==> src/sv/crc16_mirrored_byte_update_assert.svh <==
// Assertion macros for the mirrored-byte CRC-16 update block.
// Included by the top level; it depends on nothing else.
`ifndef CRC16_MIRRORED_BYTE_UPDATE_ASSERT_SVH
`define CRC16_MIRRORED_BYTE_UPDATE_ASSERT_SVH

// The consequent must hold in the same cycle as the antecedent.
`define CRCMB_ASSERT_SAME(label, clk, rst, ante, cons) \
   label: assert property (@(posedge clk) disable iff (rst) (ante) |-> (cons)) \
      else $error("crcmb: same-cycle check failed");

// The consequent must hold in the cycle after the antecedent.
`define CRCMB_ASSERT_NEXT(label, clk, rst, ante, cons) \
   label: assert property (@(posedge clk) disable iff (rst) (ante) |=> (cons)) \
      else $error("crcmb: next-cycle check failed");

`endif

==> src/sv/crcmb_pkg.sv <==
// Shared types, register indexes and CRC functions for the mirrored-byte CRC-16 block.
// Depends on nothing; every module of the block imports it.
package crcmb_pkg;

   localparam int CrcWidth  = 16;
   localparam int ByteWidth = 8;

   localparam logic [15:0] PolynomialReset   = 16'h002d;
   localparam logic [15:0] InitialValueReset = 16'h0000;

   localparam logic CSR_POLYNOMIAL    = 1'b0;
   localparam logic CSR_INITIAL_VALUE = 1'b1;

   typedef struct packed {
      logic [ByteWidth-1:0] data_byte;
      logic                 restart;
      logic                 block_end;
   } item_type;

   typedef struct packed {
      logic     valid;
      item_type item;
   } stage_type;

   typedef struct packed {
      logic [CrcWidth-1:0] crc_value;
      logic                block_done;
   } result_type;

   function automatic logic [ByteWidth-1:0] reverse_byte(input logic [ByteWidth-1:0] b);
      logic [ByteWidth-1:0] r;
      for (int i = 0; i < ByteWidth; i++) begin
         r[i] = b[ByteWidth-1-i];
      end
      return r;
   endfunction

   function automatic logic [CrcWidth-1:0] table_term(input logic [ByteWidth-1:0] d,
                                                      input logic [CrcWidth-1:0] poly);
      logic [CrcWidth:0] v;
      v = {1'b0, d, {ByteWidth{1'b0}}};
      for (int i = 0; i < ByteWidth; i++) begin
         v = {v[CrcWidth-1:0], 1'b0};
         if (v[CrcWidth]) begin
            v = {1'b0, v[CrcWidth-1:0] ^ poly};
         end
      end
      return v[CrcWidth-1:0];
   endfunction

endpackage

==> src/sv/crcmb_in_stage.sv <==
// Input register stage: holds one accepted transaction until the update stage takes it.
// Depends on crcmb_pkg.
module crcmb_in_stage (
   input  logic                clock,
   input  logic                reset,
   input  logic                req_valid,
   input  crcmb_pkg::item_type req_item,
   output logic                req_stall,
   input  logic                advance,
   output crcmb_pkg::stage_type stage
);
   import crcmb_pkg::*;

   logic     valid_ff;
   logic     valid_in;
   item_type item_ff;
   logic     accept;

   assign req_stall = valid_ff && !advance;
   assign accept    = req_valid && !req_stall;
   assign valid_in  = accept || (valid_ff && !advance);

   always_ff @(posedge clock) begin
      if (reset) begin
         valid_ff <= 1'b0;
      end else begin
         valid_ff <= valid_in;
      end
   end

   always_ff @(posedge clock) begin
      if (accept) begin
         item_ff <= req_item;
      end
   end

   assign stage.valid = valid_ff;
   assign stage.item  = item_ff;

endmodule

==> src/sv/crcmb_update.sv <==
// Combinational CRC update for one byte: restart select, bit reversal and table term.
// Depends on crcmb_pkg.
module crcmb_update (
   input  crcmb_pkg::item_type         item,
   input  logic [crcmb_pkg::CrcWidth-1:0] running_crc,
   input  logic [crcmb_pkg::CrcWidth-1:0] polynomial,
   input  logic [crcmb_pkg::CrcWidth-1:0] initial_value,
   output crcmb_pkg::result_type       result
);
   import crcmb_pkg::*;

   logic [CrcWidth-1:0] start_crc;

   assign start_crc = item.restart ? initial_value : running_crc;

   assign result.crc_value  = {start_crc[ByteWidth-1:0], {ByteWidth{1'b0}}}
                            ^ table_term(start_crc[CrcWidth-1:ByteWidth], polynomial)
                            ^ {{(CrcWidth-ByteWidth){1'b0}}, reverse_byte(item.data_byte)};
   assign result.block_done = item.block_end;

endmodule

==> src/sv/crc16_mirrored_byte_update.sv <==
// Top level of the mirrored-byte CRC-16 block: registers, result stage and checks.
// Depends on crcmb_pkg, crcmb_in_stage, crcmb_update and the assertion header.
`include "crc16_mirrored_byte_update_assert.svh"
// Usage:
// The req channel carries one message byte per transaction together with a
// restart flag, which loads the initial value first, and a block end flag.
// The rsp channel returns one transaction per request: the running CRC after
// that byte and the block end flag echoed as block_done.
// A transaction accepted into the input register passes on to the result register,
// which drives rsp; while rsp is stalled it waits in the input register.
// One byte is accepted every cycle while rsp is not stalled; the limit is the
// combinational update from the running CRC register, through an eight-step
// polynomial reduction, back into that register.
// When rsp_stall is high the result holds, the input register fills, and then
// req_stall rises; nothing is lost or repeated.
// The csr port writes the polynomial (index 0) and the initial value (index 1)
// and must only be used while no transaction is in flight.
// Synchronous reset empties both stages, sets the polynomial to 0x002D and
// clears the initial value and the running CRC.
module crc16_mirrored_byte_update (
   input  logic        clock,
   input  logic        reset,
   input  logic        req_valid,
   output logic        req_stall,
   input  logic [7:0]  req_data_byte,
   input  logic        req_restart,
   input  logic        req_block_end,
   output logic        rsp_valid,
   input  logic        rsp_stall,
   output logic [15:0] rsp_crc_value,
   output logic        rsp_block_done,
   input  logic        csr_write_enable,
   input  logic        csr_index,
   input  logic [15:0] csr_write_data
);
   import crcmb_pkg::*;

   item_type            req_item;
   stage_type           stage;
   result_type          result;
   logic                advance;
   logic [CrcWidth-1:0] polynomial_ff;
   logic [CrcWidth-1:0] polynomial_in;
   logic [CrcWidth-1:0] initial_value_ff;
   logic [CrcWidth-1:0] initial_value_in;
   logic [CrcWidth-1:0] running_crc_ff;
   logic [CrcWidth-1:0] running_crc_in;
   logic                rsp_valid_ff;
   logic                rsp_valid_in;
   result_type          result_ff;

   assign req_item.data_byte = req_data_byte;
   assign req_item.restart   = req_restart;
   assign req_item.block_end = req_block_end;

   crcmb_in_stage u_in_stage (
      .clock     (clock),
      .reset     (reset),
      .req_valid (req_valid),
      .req_item  (req_item),
      .req_stall (req_stall),
      .advance   (advance),
      .stage     (stage)
   );

   crcmb_update u_update (
      .item          (stage.item),
      .running_crc   (running_crc_ff),
      .polynomial    (polynomial_ff),
      .initial_value (initial_value_ff),
      .result        (result)
   );

   assign advance      = stage.valid && (!rsp_valid_ff || !rsp_stall);
   assign rsp_valid_in = advance || (rsp_valid_ff && rsp_stall);
   assign running_crc_in = advance ? result.crc_value : running_crc_ff;

   always_comb begin
      polynomial_in    = polynomial_ff;
      initial_value_in = initial_value_ff;
      if (csr_write_enable) begin
         case (csr_index)
            CSR_POLYNOMIAL:    polynomial_in    = csr_write_data;
            CSR_INITIAL_VALUE: initial_value_in = csr_write_data;
            default: begin
            end
         endcase
      end
   end

   always_ff @(posedge clock) begin
      if (reset) begin
         polynomial_ff    <= PolynomialReset;
         initial_value_ff <= InitialValueReset;
         running_crc_ff   <= '0;
         rsp_valid_ff     <= 1'b0;
      end else begin
         polynomial_ff    <= polynomial_in;
         initial_value_ff <= initial_value_in;
         running_crc_ff   <= running_crc_in;
         rsp_valid_ff     <= rsp_valid_in;
      end
   end

   always_ff @(posedge clock) begin
      if (advance) begin
         result_ff <= result;
      end
   end

   assign rsp_valid      = rsp_valid_ff;
   assign rsp_crc_value  = result_ff.crc_value;
   assign rsp_block_done = result_ff.block_done;

   `CRCMB_ASSERT_NEXT(a_crc_matches_result, clock, reset, advance,
      rsp_valid && (rsp_crc_value == running_crc_ff))
   `CRCMB_ASSERT_SAME(a_stall_needs_item, clock, reset, req_stall, stage.valid)
   `CRCMB_ASSERT_NEXT(a_result_drains, clock, reset,
      rsp_valid && !rsp_stall && !advance, !rsp_valid)

endmodule
==> config.mk <==
export PLATFORM = sky130hd
export DESIGN_NAME = crc16_mirrored_byte_update
export DESIGN_NICKNAME = d
export VERILOG_FILES = /design/src/sv/crcmb_pkg.sv /design/src/sv/crcmb_in_stage.sv /design/src/sv/crcmb_update.sv /design/src/sv/crc16_mirrored_byte_update.sv
export VERILOG_INCLUDE_DIRS = /design/src /design/src/sv
export SDC_FILE = /design/constraint.sdc
export NUM_CORES = 1
export LEC_CHECK = 0
export BUFFER_PORTS_ARGS = -buffer_cell sky130_fd_sc_hd__buf_2
export CORE_MARGIN = 1.5
export CORE_UTILIZATION = 60
export CTS_CLUSTER_SIZE = 14
export DETAILED_ROUTE_END_ITERATION = 8
export PLACE_DENSITY = 0.8
export REMOVE_ABC_BUFFERS = 1
export SLEW_MARGIN = 5
export SYNTH_ARGS = -nofsm -noshare
export SYNTH_HDL_FRONTEND = slang
export SYNTH_SLANG_ARGS = --single-unit
==> constraint.sdc <==
create_clock -name clock -period 4.3 [get_ports clock]
set_clock_uncertainty 0.1 [all_clocks]
set_input_delay 0.86 -clock clock [delete_from_list [all_inputs] [get_ports clock]]
set_output_delay 0.86 -clock clock [all_outputs]
set_load 0.02 [all_outputs]
# After elaboration in Yosys (flattened, before gate mapping)
# Cells that the tools add are included.
# word_totals
register_bits	77
in_bits	32
out_inout_bits	19
wordCells	43
# op_classes
mux	9
bitwise	11
reduce_logical	13
# ops
operator	n
$mux W16	9
$xor A16 B16 Y16	9
$xor A16 B8 Y16	1
$logic_and A1 B1 Y1	4
$logic_not A1 Y1	4
$reduce_and A2 Y1	2
$logic_or A1 B1 Y1	3
$not A1 Y1	1

# Longest topological paths before layout
# Gate-level depths: netlist (run 1).
# logic_depth
ltp_word	19
mapped_depth	16

# Hierarchy
# A second synthesis (run 1) with hierarchy kept.
# unflattened
hier_cells	681
hier_area_um2	5575.3
# by_module_without_submodules
mod	n_inst	cells_each	area_each_um2	seq_area_each_um2
crcmb_update	1	433	2917.8	0.0
crc16_mirrored_byte_update	1	233	2299.7	1491.4
crcmb_in_stage	1	15	357.8	320.3

# Worst setup path before layout (run 1)
# Ideal clock, no wire load.
# synth_timing
kind	reg-to-reg
start	register running_crc_ff[15]
end	register result_ff, in the netlist rsp_crc_value[2], data pin
setup_ps	262
arrival_ps	3402
required_ps	3938
slack_ps	535
path_stages_with_launch	16
synth_period_minus_slack_ps	3765
cell_sequence	dfxtp_1 buf_2 xnor2_1 o22ai_1 or3_1 and2_1 buf_2 xnor2_1 a21bo_2 a32o_1 or3_4 a41o_1 o21ai_1 buf_2 a32oi_1 or2_2
# synth_rtl
element	line	source
start: declaration	crc16_mirrored_byte_update.sv:46	logic [CrcWidth-1:0] running_crc_ff;
start signal: assignment	crc16_mirrored_byte_update.sv:100	running_crc_ff <= running_crc_in;
end signal: assignment	crc16_mirrored_byte_update.sv:107	result_ff <= result;
end: declaration	crc16_mirrored_byte_update.sv:50	result_type result_ff;

# Worst setup path in the final report (run 1)
# layout_timing
start	register u_in_stage.item_ff, in the netlist u_in_stage.stage[1]
end	register running_crc_ff[6]
# layout_via
elab_chain_len	18
elab_cells_between_ends	19
cone_classes	9 x mux; 10 x bitwise
# layout_rtl
element	line	source
start: declaration	crcmb_in_stage.sv:16	item_type item_ff;
start signal: assignment	crcmb_in_stage.sv:33	item_ff <= req_item;
$mux W16 *	crcmb_update.sv:14	assign start_crc = item.restart ? initial_value : running_crc;
$xor A16 B16 Y16	crcmb_pkg.sv:45	v = {1'b0, v[CrcWidth-1:0] ^ poly};
$mux W16 * (2 in a row)	crcmb_pkg.sv:44	if (v[CrcWidth]) begin
$xor A16 B16 Y16 or $mux W16 (tied branches)	crcmb_pkg.sv:45, crcmb_pkg.sv:44	
$mux W16 *	crcmb_pkg.sv:44	
$xor A16 B16 Y16 or $mux W16 (tied branches)	crcmb_pkg.sv:45, crcmb_pkg.sv:44	
$mux W16 *	crcmb_pkg.sv:44	
$xor A16 B16 Y16 or $mux W16 (tied branches)	crcmb_pkg.sv:45, crcmb_pkg.sv:44	
$mux W16 *	crcmb_pkg.sv:44	
$xor A16 B16 Y16 or $mux W16 (tied branches)	crcmb_pkg.sv:45, crcmb_pkg.sv:44	
$mux W16 *	crcmb_pkg.sv:44	
$xor A16 B16 Y16 or $mux W16 (tied branches)	crcmb_pkg.sv:45, crcmb_pkg.sv:44	
$mux W16 *	crcmb_pkg.sv:44	
$xor A16 B16 Y16 or $mux W16 (tied branches)	crcmb_pkg.sv:45, crcmb_pkg.sv:44	
$mux W16 *	crcmb_pkg.sv:44	
$xor A16 B16 Y16 *	crcmb_update.sv:17	^ table_term(start_crc[CrcWidth-1:ByteWidth], polynomial)
$xor A16 B8 Y16 *	crcmb_update.sv:18	^ {{(CrcWidth-ByteWidth){1'b0}}, reverse_byte(item.data_byte)};
# Mark *: on every way between the ends. The rest lies on a longest branch, timed or not.
# A chain may end at the register's enable or synchronous reset.

==> impl_results.rst, run 1 <==
.. list-table::
   :header-rows: 1

   * - Metric
     - Value
   * - Required time of the critical path
     - 4.47 ns
   * - Maximum clock insertion buffer count
     - 2
   * - Register area share after synthesis
     - 33.7%
   * - Hold buffer count at cts
     - 0
   * - Remaining DRCs
     - 0
   * - Main flop type after synthesis
     - dfxtp_1
   * - Worst path max stage delay
     - 0.45 ns
   * - Fill count
     - 701
   * - Number of nets in the finished design
     - 710
   * - Core outline area
     - 8720 µm²
   * - Clock latency on the worst-skew pair
     - 0.36 ns
   * - Clock input transition at the sequential cells of the worst setup and hold paths
     - 0.08 ns
   * - Area growth from synthesis to layout
     - 11.0%
   * - Initial antenna violation count
     - 0
   * - Detailed Route WL
     - 13,500 µm
   * - Ys Warns
     - 0
   * - FP Rows
     - 34
   * - Post-Synthesis Cells
     - 648
   * - Count of placed standard cells including taps
     - 773
   * - Number of buffers added on ports
     - 50
   * - Total area of multi-input combinational cells
     - 3370 µm²
   * - IO Pins
     - 51
   * - Wire length of the first global-routing pass
     - 22,100 µm
   * - Flops & latches, synth
     - 77
   * - CTS Sinks
     - 77
   * - Count of nets left with antenna violations after detail routing
     - 0
   * - Netlist cell types
     - 61
   * - Unrepaired setup endpoints after global routing
     - yes
   * - Critical-path cell list
     - buf_4 -> nand2b_1 -> o22ai_1 -> or3_1 -> nand3_1 -> xor3_1 -> o221ai_2 -> xor2_2 -> buf_4 -> buf_4 -> nand2_1 -> xnor2_1 -> a21oi_1 -> a311o_1 -> a311oi_1
   * - Worst Hold Class
     - flop to flop
   * - Outcome
     - finished clean
   * - Count of antenna diodes in the layout
     - 0
   * - Via count
     - 4,927
   * - Initial Util
     - 61.7%
   * - Maximum number of pins on one net before global-route repair
     - 45
   * - Root Buffer Master
     - clkbuf_8
   * - CTS tree
     - built
   * - Overall routing resource usage
     - 28.7%
   * - Startpoint Class
     - flop
   * - Final worst path period need
     - 4.10 ns
   * - Final core occ
     - 68.5%
   * - Max Transition Viols Final
     - 0
   * - GP Congestion
     - 0.859
   * - Peak Freq
     - 244 MHz
   * - Setup violation total in the final timing report
     - 0
   * - Floorplan die area
     - 9550 µm²
   * - Worst slew margin
     - 29.7%
   * - PwrDens
     - 381 nW/µm²
   * - Mapped Avg Cell Area
     - 8.30 µm²
   * - Cell repeated most along the worst path
     - buf_4
   * - Number of global-route vias before repair
     - 4,617
   * - Syn Std Cell Area
     - 5380 µm²
   * - Detailed-router iteration count before antenna repair
     - 7
   * - Final Power
     - 2.27 mW
   * - Fraction of layout instances using a drive strength above 1
     - 16.5%
   * - Number of vias per cell
     - 6.23
   * - Area of all sequential standard cells
     - 1810 µm²
   * - Detailed Route Iter0 Violations
     - 271
   * - CTS H-Tree Depth
     - 3
   * - Kind of critical path
     - flop to flop
   * - Final hold violation count
     - 0
   * - Die width
     - 97.7 µm
   * - Congestion Overflow GR
     - 0
   * - Placed wire-length estimate
     - 9350 µm
   * - Maximum fanout count along the critical path
     - 14
   * - WL/cell
     - 17.1 µm
   * - Fraction of registers with async set or reset after synthesis
     - 0%
   * - Number of standard cells in the layout, taps in and fillers out
     - 791
   * - Fraction of the cycle the final worst path needs
     - 95.4%
   * - Leakage power figure
     - 2.32 nW
   * - Post-synth EDFFs
     - 27
   * - Vertical die dimension
     - 97.7 µm
   * - VDD IR max
     - 0.224 mV
   * - Slowest-stage cell, CP
     - edfxtp_1
   * - Transition at the pin with the smallest max-transition slack
     - 1.05 ns
   * - Worst EP arrival
     - 4.27 ns
   * - Total negative setup slack
     - 0 ns
   * - Smallest hold slack
     - 0.325 ns
   * - Number of buffers created by CTS
     - 9
   * - CP endpoint kind
     - flop
   * - Max-cap check violation count
     - 0
==> Yosys cell counts (3+ instances only) <==
| cell type | instances | area share (%) |
|---|---|---|
| a21o_1 | 8 | 1.1 |
| a311oi_1 | 11 | 1.8 |
| edfxtp_1 | 27 | 15 |
| xnor2_1 | 69 | 11 |
| a32oi_1 | 4 | 0.65 |
| a211o_1 | 5 | 0.81 |
| clkbuf_1 | 35 | 2.4 |
| o22ai_1 | 6 | 0.70 |
| a21oi_1 | 48 | 4.5 |
| a311o_1 | 10 | 1.9 |
| buf_6 | 4 | 0.84 |
| o2111ai_1 | 4 | 0.65 |
| or2_2 | 7 | 0.81 |
| and2_1 | 8 | 0.93 |
| dfxtp_1 | 50 | 19 |
| nor2b_1 | 6 | 0.70 |
| buf_2 | 9 | 0.84 |
| mux2i_1 | 16 | 3.0 |
| nand3_1 | 9 | 0.84 |
| and4_1 | 4 | 0.65 |
| o21ai_0 | 18 | 1.7 |
| o211a_1 | 5 | 0.93 |
| and3_1 | 16 | 1.9 |
| nand3b_1 | 3 | 0.42 |
| nand2_1 | 152 | 11 |
| xor2_1 | 16 | 2.6 |
| nor3_1 | 3 | 0.28 |
| nor2_1 | 30 | 2.1 |
| nand2b_1 | 11 | 1.3 |
| o21ai_1 | 3 | 0.28 |
| o221ai_1 | 14 | 2.3 |
==> critical path, delay by kind of cell, from the launching register on <==
family	cells	cell delay [ns]
buf+inv	3	0.56
simple gates	4	0.81
compound gates	5	1.08
flops	1	0.45
xor+xnor	3	1.01
==> worst paths after layout <==
| path | cells after the start | to | startpoint | slack (ns) |
|---|---|---|---|---|
| worst max-delay path | 15 | running_crc_ff[6] | u_in_stage.stage[1] | 0.20 |
| worst min-delay path | 0 | rsp_block_done | u_in_stage.stage[0] | 0.32 |
| worst max register to register | 15 | running_crc_ff[6] | u_in_stage.stage[1] | 0.20 |
| worst min register to register | 0 | rsp_block_done | u_in_stage.stage[0] | 0.32 |
==> layout make-up <==
type                    instances  area share, %
multi-input cells             516           56.3
flip-flops and latches         77           30.3
repair buffers                 71           6.83
clock buffers                  12           2.78
well taps                     108           2.26
clock inverters                 4           1.28
inverters                       3          0.188
==> routing by layer <==
metal / share of wire [%] / vias up / track usage [%]
met1: 41 / 2371 / 35.1
met3: 6.2 / 34 / 5.11
met4: 2.3 / 0 / 10.9
li1: - / 2330 / -
met2: 50 / 192 / 50.4
met5: 0 / - / 0
==> logic make-up (layout without fill, tap and decap cells) <==
family	Yosys count	in the layout	share of synthesized area, %
flip-flops	77	77	33.7
XOR/XNOR	91	91	16.2
AO/OA/AOI/OAI	152	152	20.6
multiplexers	16	16	2.98
AND/OR/NAND/NOR	257	257	21.8
buffers and inverters	55	90	4.74
==> where the power goes <==
group | switching, mW | leakage, nW | internal, mW
Clock | 0.278 | 0.118 | 0.380
Sequential | 0.0510 | 0.669 | 0.827
Combinational | 0.421 | 1.53 | 0.316
==> timing repair <==
item,in CTS,in global routing
pin swaps,0,1
buffers inserted,0,2
endpoints found under the hold margin,0,0
setup endpoints to repair,21,32
gates resized for setup,1,8
==> state kept, by name, indices dropped and copies added (netlist names) <==
register and count:
initial_value_ff 16, polynomial_ff 16, rsp_crc_value 16, running_crc_ff 16, u_in_stage.stage 10, rsp_block_done 1, rsp_valid 1, u_in_stage.valid_ff 1
==> layout by cell type (no fill, tap or decap), drive strengths merged, types with 5 or more instances in the layout <==
| master | synthesis | layout |
|---|---|---|
| a211o | 5 | 5 |
| a21o | 8 | 8 |
| a21oi | 48 | 48 |
| a311o | 10 | 10 |
| a311oi | 11 | 11 |
| and2 | 8 | 8 |
| and3 | 17 | 17 |
| buf | 17 | 71 |
| clkbuf | 35 | 12 |
| dfxtp | 50 | 50 |
| edfxtp | 27 | 27 |
| mux2i | 16 | 16 |
| nand2 | 152 | 152 |
| nand2b | 11 | 11 |
| nand3 | 10 | 10 |
| nor2 | 30 | 30 |
| nor2b | 6 | 6 |
| o211a | 5 | 5 |
| o21ai | 21 | 21 |
| o221ai | 15 | 15 |
| o22ai | 6 | 6 |
| or2 | 7 | 7 |
| xnor2 | 69 | 69 |
| xor2 | 18 | 18 |
==> per-stage QoR <==
| stage | cell area (µm²) | worst slack, ns |
|---|---|---|
| after global placement | 5670 | 0.158 |
| after floorplan | 5140 | -0.612 |
| final | 5980 | 0.198 |
| after detailed placement | 5670 | -0.167 |
| after CTS | 5910 | 0.0426 |
| after global routing | 5980 | -0.0429 |
Power figures use the tool's default switching activity.
==> inputs of run 2 (changes only) <==
- CTS_BUF_LIST: not set -> sky130_fd_sc_hd__clkbuf_8
- clock period: 4.3 -> 4.9 ns (I/O delays scaled with it)
==> run 2 against run 1 <==
  * Global-route usage down 0.68 points
  * Total power down 18%
  * Critical path depth down 2
  * Sequential share of layout area up 0.99 points
  * Routed wire length down 3.7%
  * Combinational power down 17%
  * Largest cell class unchanged
  * Largest power group unchanged
==> impl_results.rst, run 2 (synthesis results as in run 1) <==
.. list-table::
   :header-rows: 1

   * - Metric
     - Value
   * - Area growth from synthesis to layout
     - 7.60%
   * - VDD IR max
     - 0.175 mV (-22%)
   * - Root Buffer Master
     - clkbuf_8
   * - Final worst path period need
     - 4.53 ns (+0.428 ns)
   * - Smallest hold slack
     - 0.312 ns (-0.0127 ns)
   * - Unrepaired setup endpoints after global routing
     - no
   * - Final hold violation count
     - 0 (unchanged)
   * - Fraction of the cycle the final worst path needs
     - 92.4% (-2.9 points)
   * - Number of buffers inserted by post-CTS setup repair
     - 0 (unchanged)
   * - Net Sw Frac
     - 34.7% (+1.7 points)
   * - Overall routing resource usage
     - 28.0% (-0.68 points)
   * - Final worst slack
     - 0.370 ns (+0.172 ns)
   * - Max Transition Viols Final
     - 0 (unchanged)
   * - PwrDens
     - 323 nW/µm² (-15%)
   * - Int Power
     - 1.22 mW (-20%)
   * - Summed area of non-filler cells in the final layout
     - 5790 µm² (-3.1%)
   * - Initial Util
     - 61.7% (unchanged)
   * - CTS Sinks
     - 77 (unchanged)
   * - Combinational share of power
     - 32.9% (+0.5 points)
   * - Required time of the critical path
     - 5.05 ns (+0.58 ns)
   * - Number of standard cells in the layout, taps in and fillers out
     - 780 (-1.4%)
   * - Detailed Route Iter0 Violations
     - 400 (+48%)
   * - Top sig layer
     - met4
   * - Congestion Overflow GR
     - 0 (unchanged)
   * - Sum of routed wire segments on met1
     - 5600 µm (+0.74%)
   * - Count of antenna diodes in the layout
     - 0 (unchanged)
   * - Transition at the pin with the smallest max-transition slack
     - 1.04 ns (-0.0126 ns)
   * - Vertical die dimension
     - 97.7 µm (unchanged)
   * - WL/cell
     - 16.7 µm (-2.3%)
   * - Worst Hold Class
     - flop to flop
   * - FP Rows
     - 34 (unchanged)
   * - Remaining DRCs
     - 0 (unchanged)
   * - Via count
     - 4,775 (-3.1%)
   * - Clock latency on the worst-skew pair
     - 0.36 ns (about the same)
   * - CTS tree
     - built
   * - Initial antenna violation count
     - 0 (unchanged)
   * - CP endpoint kind
     - flop
   * - Floorplan die area
     - 9550 µm² (unchanged)
   * - Final Power
     - 1.87 mW (-18%)
   * - Most frequent standard cell in the layout excluding fill and tap cells
     - nand2_1
   * - CTS H-Tree Depth
     - 3 (unchanged)
   * - Peak Freq
     - 221 MHz (-9.5%)
   * - Cell area after placement
     - 5600 µm² (-1.2%)
   * - Maximum clock insertion buffer count
     - 2 (unchanged)
   * - Number of vias per cell
     - 6.12 (-1.7%)
   * - Fraction of power consumed by the clock network
     - 25.7% (-3.3 points)
   * - Setup violation total in the final timing report
     - 0 (unchanged)
   * - Detailed Route WL
     - 13,000 µm (-3.7%)
   * - Worst EP arrival
     - 4.68 ns (+0.41 ns)
   * - IO Pins
     - 51 (unchanged)
   * - Maximum fanout count along the critical path
     - 14 (unchanged)
   * - Sequential share of power
     - 41.4% (+2.8 points)
   * - Placed wire-length estimate
     - 9090 µm (-2.7%)
   * - Hold buffer count at cts
     - 0 (unchanged)
   * - Count of nets left with antenna violations after detail routing
     - 0 (unchanged)
   * - Fraction of layout instances using a drive strength above 1
     - 14.4% (-2.1 points)
   * - Max-cap check violation count
     - 0 (unchanged)
   * - Number of buffers created by CTS
     - 9 (unchanged)
   * - Core outline area
     - 8720 µm² (unchanged)
   * - Number of nets in the finished design
     - 699 (-1.5%)
   * - Kind of critical path
     - flop to flop
   * - Outcome
     - finished clean
   * - Final core occ
     - 66.4% (-2.1 points)
   * - Worst slew margin
     - 30.5% (+0.84 points)
   * - Clock input transition at the sequential cells of the worst setup and hold paths
     - 0.10 ns (+0.02 ns)
   * - Leakage power figure
     - 2.22 nW (-4.0%)
   * - Detail Route met2 WL
     - 6500 µm (-4.3%)
   * - Startpoint Class
     - flop
   * - Worst setup timing slack at the placement stage
     - 0.461 ns (+0.628 ns)
   * - Number of global-route vias before repair
     - 4,462 (-3.4%)
   * - Die width
     - 97.7 µm (unchanged)
   * - Sw Pwr
     - 0.648 mW (-14%)
   * - Total negative setup slack
     - 0 ns (unchanged)
   * - Count of placed standard cells including taps
     - 764 (-1.2%)
   * - Detailed-router iteration count before antenna repair
     - 5 (-2)
   * - Metal3 WL
     - 643 µm (-23%)
   * - GP Congestion
     - 0.920 (+7.0%)
   * - Most frequent cells in the layout
     - nand2_1 (152), xnor2_1 (69), buf_2 (50), dfxtp_1 (49), a21oi_1 (48)
   * - Maximum number of pins on one net before global-route repair
     - 56 (+24%)
   * - Wire length of the first global-routing pass
     - 21,600 µm (-2.2%)
   * - Number of buffers added on ports
     - 50 (unchanged)
-- run 2: changes by cell type in the layout (fill, tap and decap cells not counted), sizes merged --
| cell | previous run | this run |
|---|---|---|
| bufinv | 2 | 1 |
| buf | 71 | 60 |
| inv | 4 | 5 |
| clkinvlp | 1 | 2 |
| clkinv | 0 | 2 |
| clkbuf | 12 | 9 |
-- run 2: cell type report --
cell class / instances / area (µm²)
timing repair buffer: 60 / 325
tap: 108 / 135
fill: 711 / 2930
multi-input combinational: 516 / 3310
inverter: 3 / 11.3
sequential: 77 / 1810
clock buffer: 9 / 124
clock inverter: 7 / 67.6
-- run 2: power by group through the flow --
stage                     sequential, mW  clock (mW)  combinational (mW)
after floorplan                    0.799           0               0.438
after global placement             0.785           0               0.588
after detailed placement           0.787           0               0.607
after CTS                          0.773       0.487               0.610
after global routing               0.781       0.513               0.673
final                              0.774       0.481               0.615
-- run 2: path summary, 6_finish.rpt --
path,startpoint,to,slack [ns],depth (start not counted)
setup / recovery,u_in_stage.stage[1],running_crc_ff[6],0.37,13
hold / removal,u_in_stage.stage[0],rsp_block_done,0.31,0
setup reg to reg,u_in_stage.stage[1],running_crc_ff[6],0.37,13
hold reg to reg,u_in_stage.stage[0],rsp_block_done,0.31,0
-- run 2: timing repair --
item	4_1_cts	5_1_grt
endpoints found under the setup margin	0	1
hold endpoints to repair	0	0
gates resized for setup	0	1
-- run 2: critical path: stages, from the launching register on --
cell and delay [ns]:
edfxtp_1 0.57, buf_4 0.27, mux2i_1 0.20, nor2_1 0.06, a211oi_2 0.26, xor2_1 0.36, xor2_1 0.46, and3_1 0.54
o21bai_1 0.17, a21o_1 0.19, nand3_1 0.22, nand3_2 0.30, a311o_1 0.46, a311oi_1 0.27
-- run 2: layer usage --
metal | vias up | global-route usage [%]
met2 | 153 | 47.7
li1 | 2318 | -
met1 | 2285 | 36.2
met5 | - | 0
met3 | 19 | 4.17
met4 | 0 | 10.3
==> inputs of run 3 (changes only) <==
- PLACE_DENSITY: 0.8 -> 0.88
==> run 3 against run 2 <==
  * Clock-buffer cell count is 1 higher
  * Hold slack better by 0.012 ns
  * Sequential share of layout area is 0.094 points lower
  * Final cell count stayed put
  * Register-to-register slack better by 0.03 ns
  * First-iteration DRC count is 0.25% higher
  * Die area stayed put
  * Critical path type unchanged
  * Highest routed layer unchanged
==> impl_results.rst, run 3 (synthesis results as in run 1) <==
.. list-table::
   :header-rows: 1

   * - Metric
     - Value
   * - Outcome
     - finished clean
   * - CTS tree
     - built
   * - Setup violation total in the final timing report
     - 0 (unchanged)
   * - Clock input transition at the sequential cells of the worst setup and hold paths
     - 0.09 ns (about the same)
   * - IO Pins
     - 51 (unchanged)
   * - Destination of the worst register-to-register timing path
     - running_crc_ff[4]
   * - Kind of critical path
     - flop to flop
   * - Detailed Route WL
     - 13,900 µm (+6.8%)
   * - Final core occ
     - 66.6% (+0.20 points)
   * - Final Power
     - 1.90 mW (+1.7%)
   * - Combinational share of power
     - 33.0% (about the same)
   * - VDD IR max
     - 0.200 mV (+14%)
   * - Most frequent cells in the layout
     - nand2_1 (152), xnor2_1 (69), buf_2 (50), dfxtp_1 (49), a21oi_1 (46)
   * - Worst path max stage delay
     - 0.74 ns (+0.17 ns)
   * - Final worst path period need
     - 4.50 ns (-0.0270 ns)
   * - Vertical die dimension
     - 97.7 µm (unchanged)
   * - Total negative setup slack
     - 0 ns (unchanged)
   * - Initial Util
     - 61.7% (unchanged)
   * - Int Power
     - 1.24 mW (+1.2%)
   * - FP Rows
     - 34 (unchanged)
   * - Detailed Route Iter0 Violations
     - 401 (+0.25%)
   * - Net Sw Frac
     - 34.9% (+0.29 points)
   * - Reg2reg start
     - polynomial_ff[14]
   * - Total stage count of the critical path
     - 13 (unchanged)
   * - Floorplan die area
     - 9550 µm² (unchanged)
   * - Detailed-router iteration count before antenna repair
     - 5 (unchanged)
   * - Category of cells accounting for the largest share of critical-path delay
     - XOR/XNOR gates
   * - Fraction of layout instances using a drive strength above 1
     - 14.7% (+0.30 points)
   * - Required time of the critical path
     - 5.07 ns (+0.02 ns)
   * - Root Buffer Master
     - clkbuf_8
   * - CP endpoint kind
     - flop
   * - Maximum clock insertion buffer count
     - 2 (unchanged)
   * - Most frequent standard cell in the layout excluding fill and tap cells
     - nand2_1
   * - Unrepaired setup endpoints after global routing
     - no
   * - Worst EP arrival
     - 4.67 ns (about the same)
   * - Transition at the pin with the smallest max-transition slack
     - 1.03 ns (-0.00655 ns)
   * - Maximum fanout count along the critical path
     - 28 (+14)
   * - Smallest hold slack
     - 0.324 ns (+0.0122 ns)
   * - Overall routing resource usage
     - 29.2% (+1.2 points)
   * - Clock latency on the worst-skew pair
     - 0.37 ns (about the same)
   * - Count of antenna diodes in the layout
     - 0 (unchanged)
   * - Number of vias per cell
     - 6.44 (+5.3%)
   * - Area of all sequential standard cells
     - 1810 µm² (unchanged)
   * - Peak Freq
     - 222 MHz (+0.60%)
   * - Worst Hold Class
     - flop to flop
   * - CTS H-Tree Depth
     - 3 (unchanged)
   * - Number of buffers added on ports
     - 50 (unchanged)
   * - Destination of the critical timing path
     - running_crc_ff[4]
   * - WL/cell
     - 17.8 µm (+6.8%)
   * - Area growth from synthesis to layout
     - 7.93%
   * - Core outline area
     - 8720 µm² (unchanged)
   * - Number of nets in the finished design
     - 699 (unchanged)
   * - Fill count
     - 684 (-3.8%)
   * - CP Buf/Inv Count
     - 1 (unchanged)
   * - PwrDens
     - 327 nW/µm² (+1.4%)
   * - CTS Sinks
     - 77 (unchanged)
   * - Maximum number of pins on one net before global-route repair
     - 56 (unchanged)
   * - Congestion Overflow GR
     - 0 (unchanged)
   * - Critical-path cell list
     - nand2_1 -> mux2i_1 -> o21ai_0 -> nand3_1 -> xnor2_1 -> buf_4 -> nor2b_1 -> xnor3_1 -> and2_1 -> xnor3_2 -> a21oi_1 -> a311o_1 -> a311oi_1
   * - Total area of multi-input combinational cells
     - 3320 µm² (+0.23%)
   * - Slowest-stage cell, CP
     - dfxtp_1
   * - Placed wire-length estimate
     - 9590 µm (+5.5%)
   * - Wire length of the first global-routing pass
     - 22,400 µm (+3.7%)
   * - Sequential share of power
     - 40.8% (-0.6 points)
   * - GP Congestion
     - 0.896 (-2.5%)
   * - Hold buffer count at cts
     - 0 (unchanged)
   * - Die width
     - 97.7 µm (unchanged)
   * - Final hold violation count
     - 0 (unchanged)
   * - Startpoint Class
     - flop
   * - Cell count of the worst hold path
     - 0 (unchanged)
   * - Max Transition Viols Final
     - 0 (unchanged)
   * - Cell count of the worst reg-to-reg path
     - 13 (unchanged)
   * - Via count
     - 5,026 (+5.3%)
   * - Worst slew margin
     - 31.0% (+0.44 points)
   * - Fraction of power consumed by the clock network
     - 26.2% (+0.5 points)
   * - Sw Pwr
     - 0.664 mW (+2.5%)
   * - Initial antenna violation count
     - 0 (unchanged)
   * - Leakage power figure
     - 2.23 nW (+0.30%)
   * - Max-cap check violation count
     - 0 (unchanged)
   * - Register-to-register setup slack
     - 0.40 ns (+0.03 ns)
   * - Fraction of the cycle the final worst path needs
     - 91.9% (-0.55 points)
   * - Worst setup path startpoint
     - polynomial_ff[14]
   * - Number of global-route vias before repair
     - 4,735 (+6.1%)
   * - Count of nets left with antenna violations after detail routing
     - 0 (unchanged)
   * - Remaining DRCs
     - 0 (unchanged)
   * - Number of buffers created by CTS
     - 9 (unchanged)
## run 3: changes by cell type in the layout (fill, tap and decap cells not counted)
cell        delta
clkbuf_8       +1
clkinv_4       +2
inv_6          -1
a21oi_2        +2
clkinvlp_4     -1
clkinv_2       -1
a21oi_1        -2
## run 3: what timing repair did
action	CTS	global route
setup buffers	0	1
endpoints found under the setup margin	0	22
resized for setup	0	3
## run 3: how the worst min path moves through the flow
stage	from	to	slack [ns]
6_report	u_in_stage.stage[0]	rsp_block_done	0.32
5_1_grt	u_in_stage.stage[0]	rsp_block_done	0.35
4_1_cts	u_in_stage.stage[0]	rsp_block_done	0.33
3_5_place_dp	u_in_stage.stage[0]	rsp_block_done	0.31
3_3_place_gp	u_in_stage.stage[0]	rsp_block_done	0.31
2_1_floorplan	u_in_stage.stage[0]	rsp_block_done	0.30
## run 3: metrics by stage
step / instances / area (µm²) / worst slack (ns)
final: 780 / 5810 / 0.397
after global placement: 763 / 5590 / 0.465
after global routing: 780 / 5810 / 0.135
after floorplan: 596 / 5140 / -0.0122
after CTS: 779 / 5790 / 0.160
after detailed placement: 763 / 5590 / 0.211
## run 3: layout make-up
type / count / area share (%)
multi-input combinational: 516 / 57.2
sequential: 77 / 31.2
tap: 108 / 2.33
clock buffer: 10 / 2.37
timing repair buffer: 60 / 5.60
clock inverter: 6 / 1.10
inverter: 3 / 0.194
## run 3: per-layer routing
metal / track usage (%) / vias up / part of all wire, %
met1: 35.9 / 2381 / 40
met4: 15.7 / 0 / 3.9
met5: 0 / - / 0
met3: 5.11 / 57 / 7.7
met2: 48.8 / 268 / 48
li1: - / 2320 / -
## run 3: power groups by stage
stage          registers, mW  clock network, mW  logic, mW
2_1_floorplan          0.799                  0      0.438
3_3_place_gp           0.786                  0      0.582
3_5_place_dp           0.789                  0      0.607
4_1_cts                0.774              0.498      0.613
5_1_grt                0.781              0.529      0.678
6_report               0.776              0.499      0.627
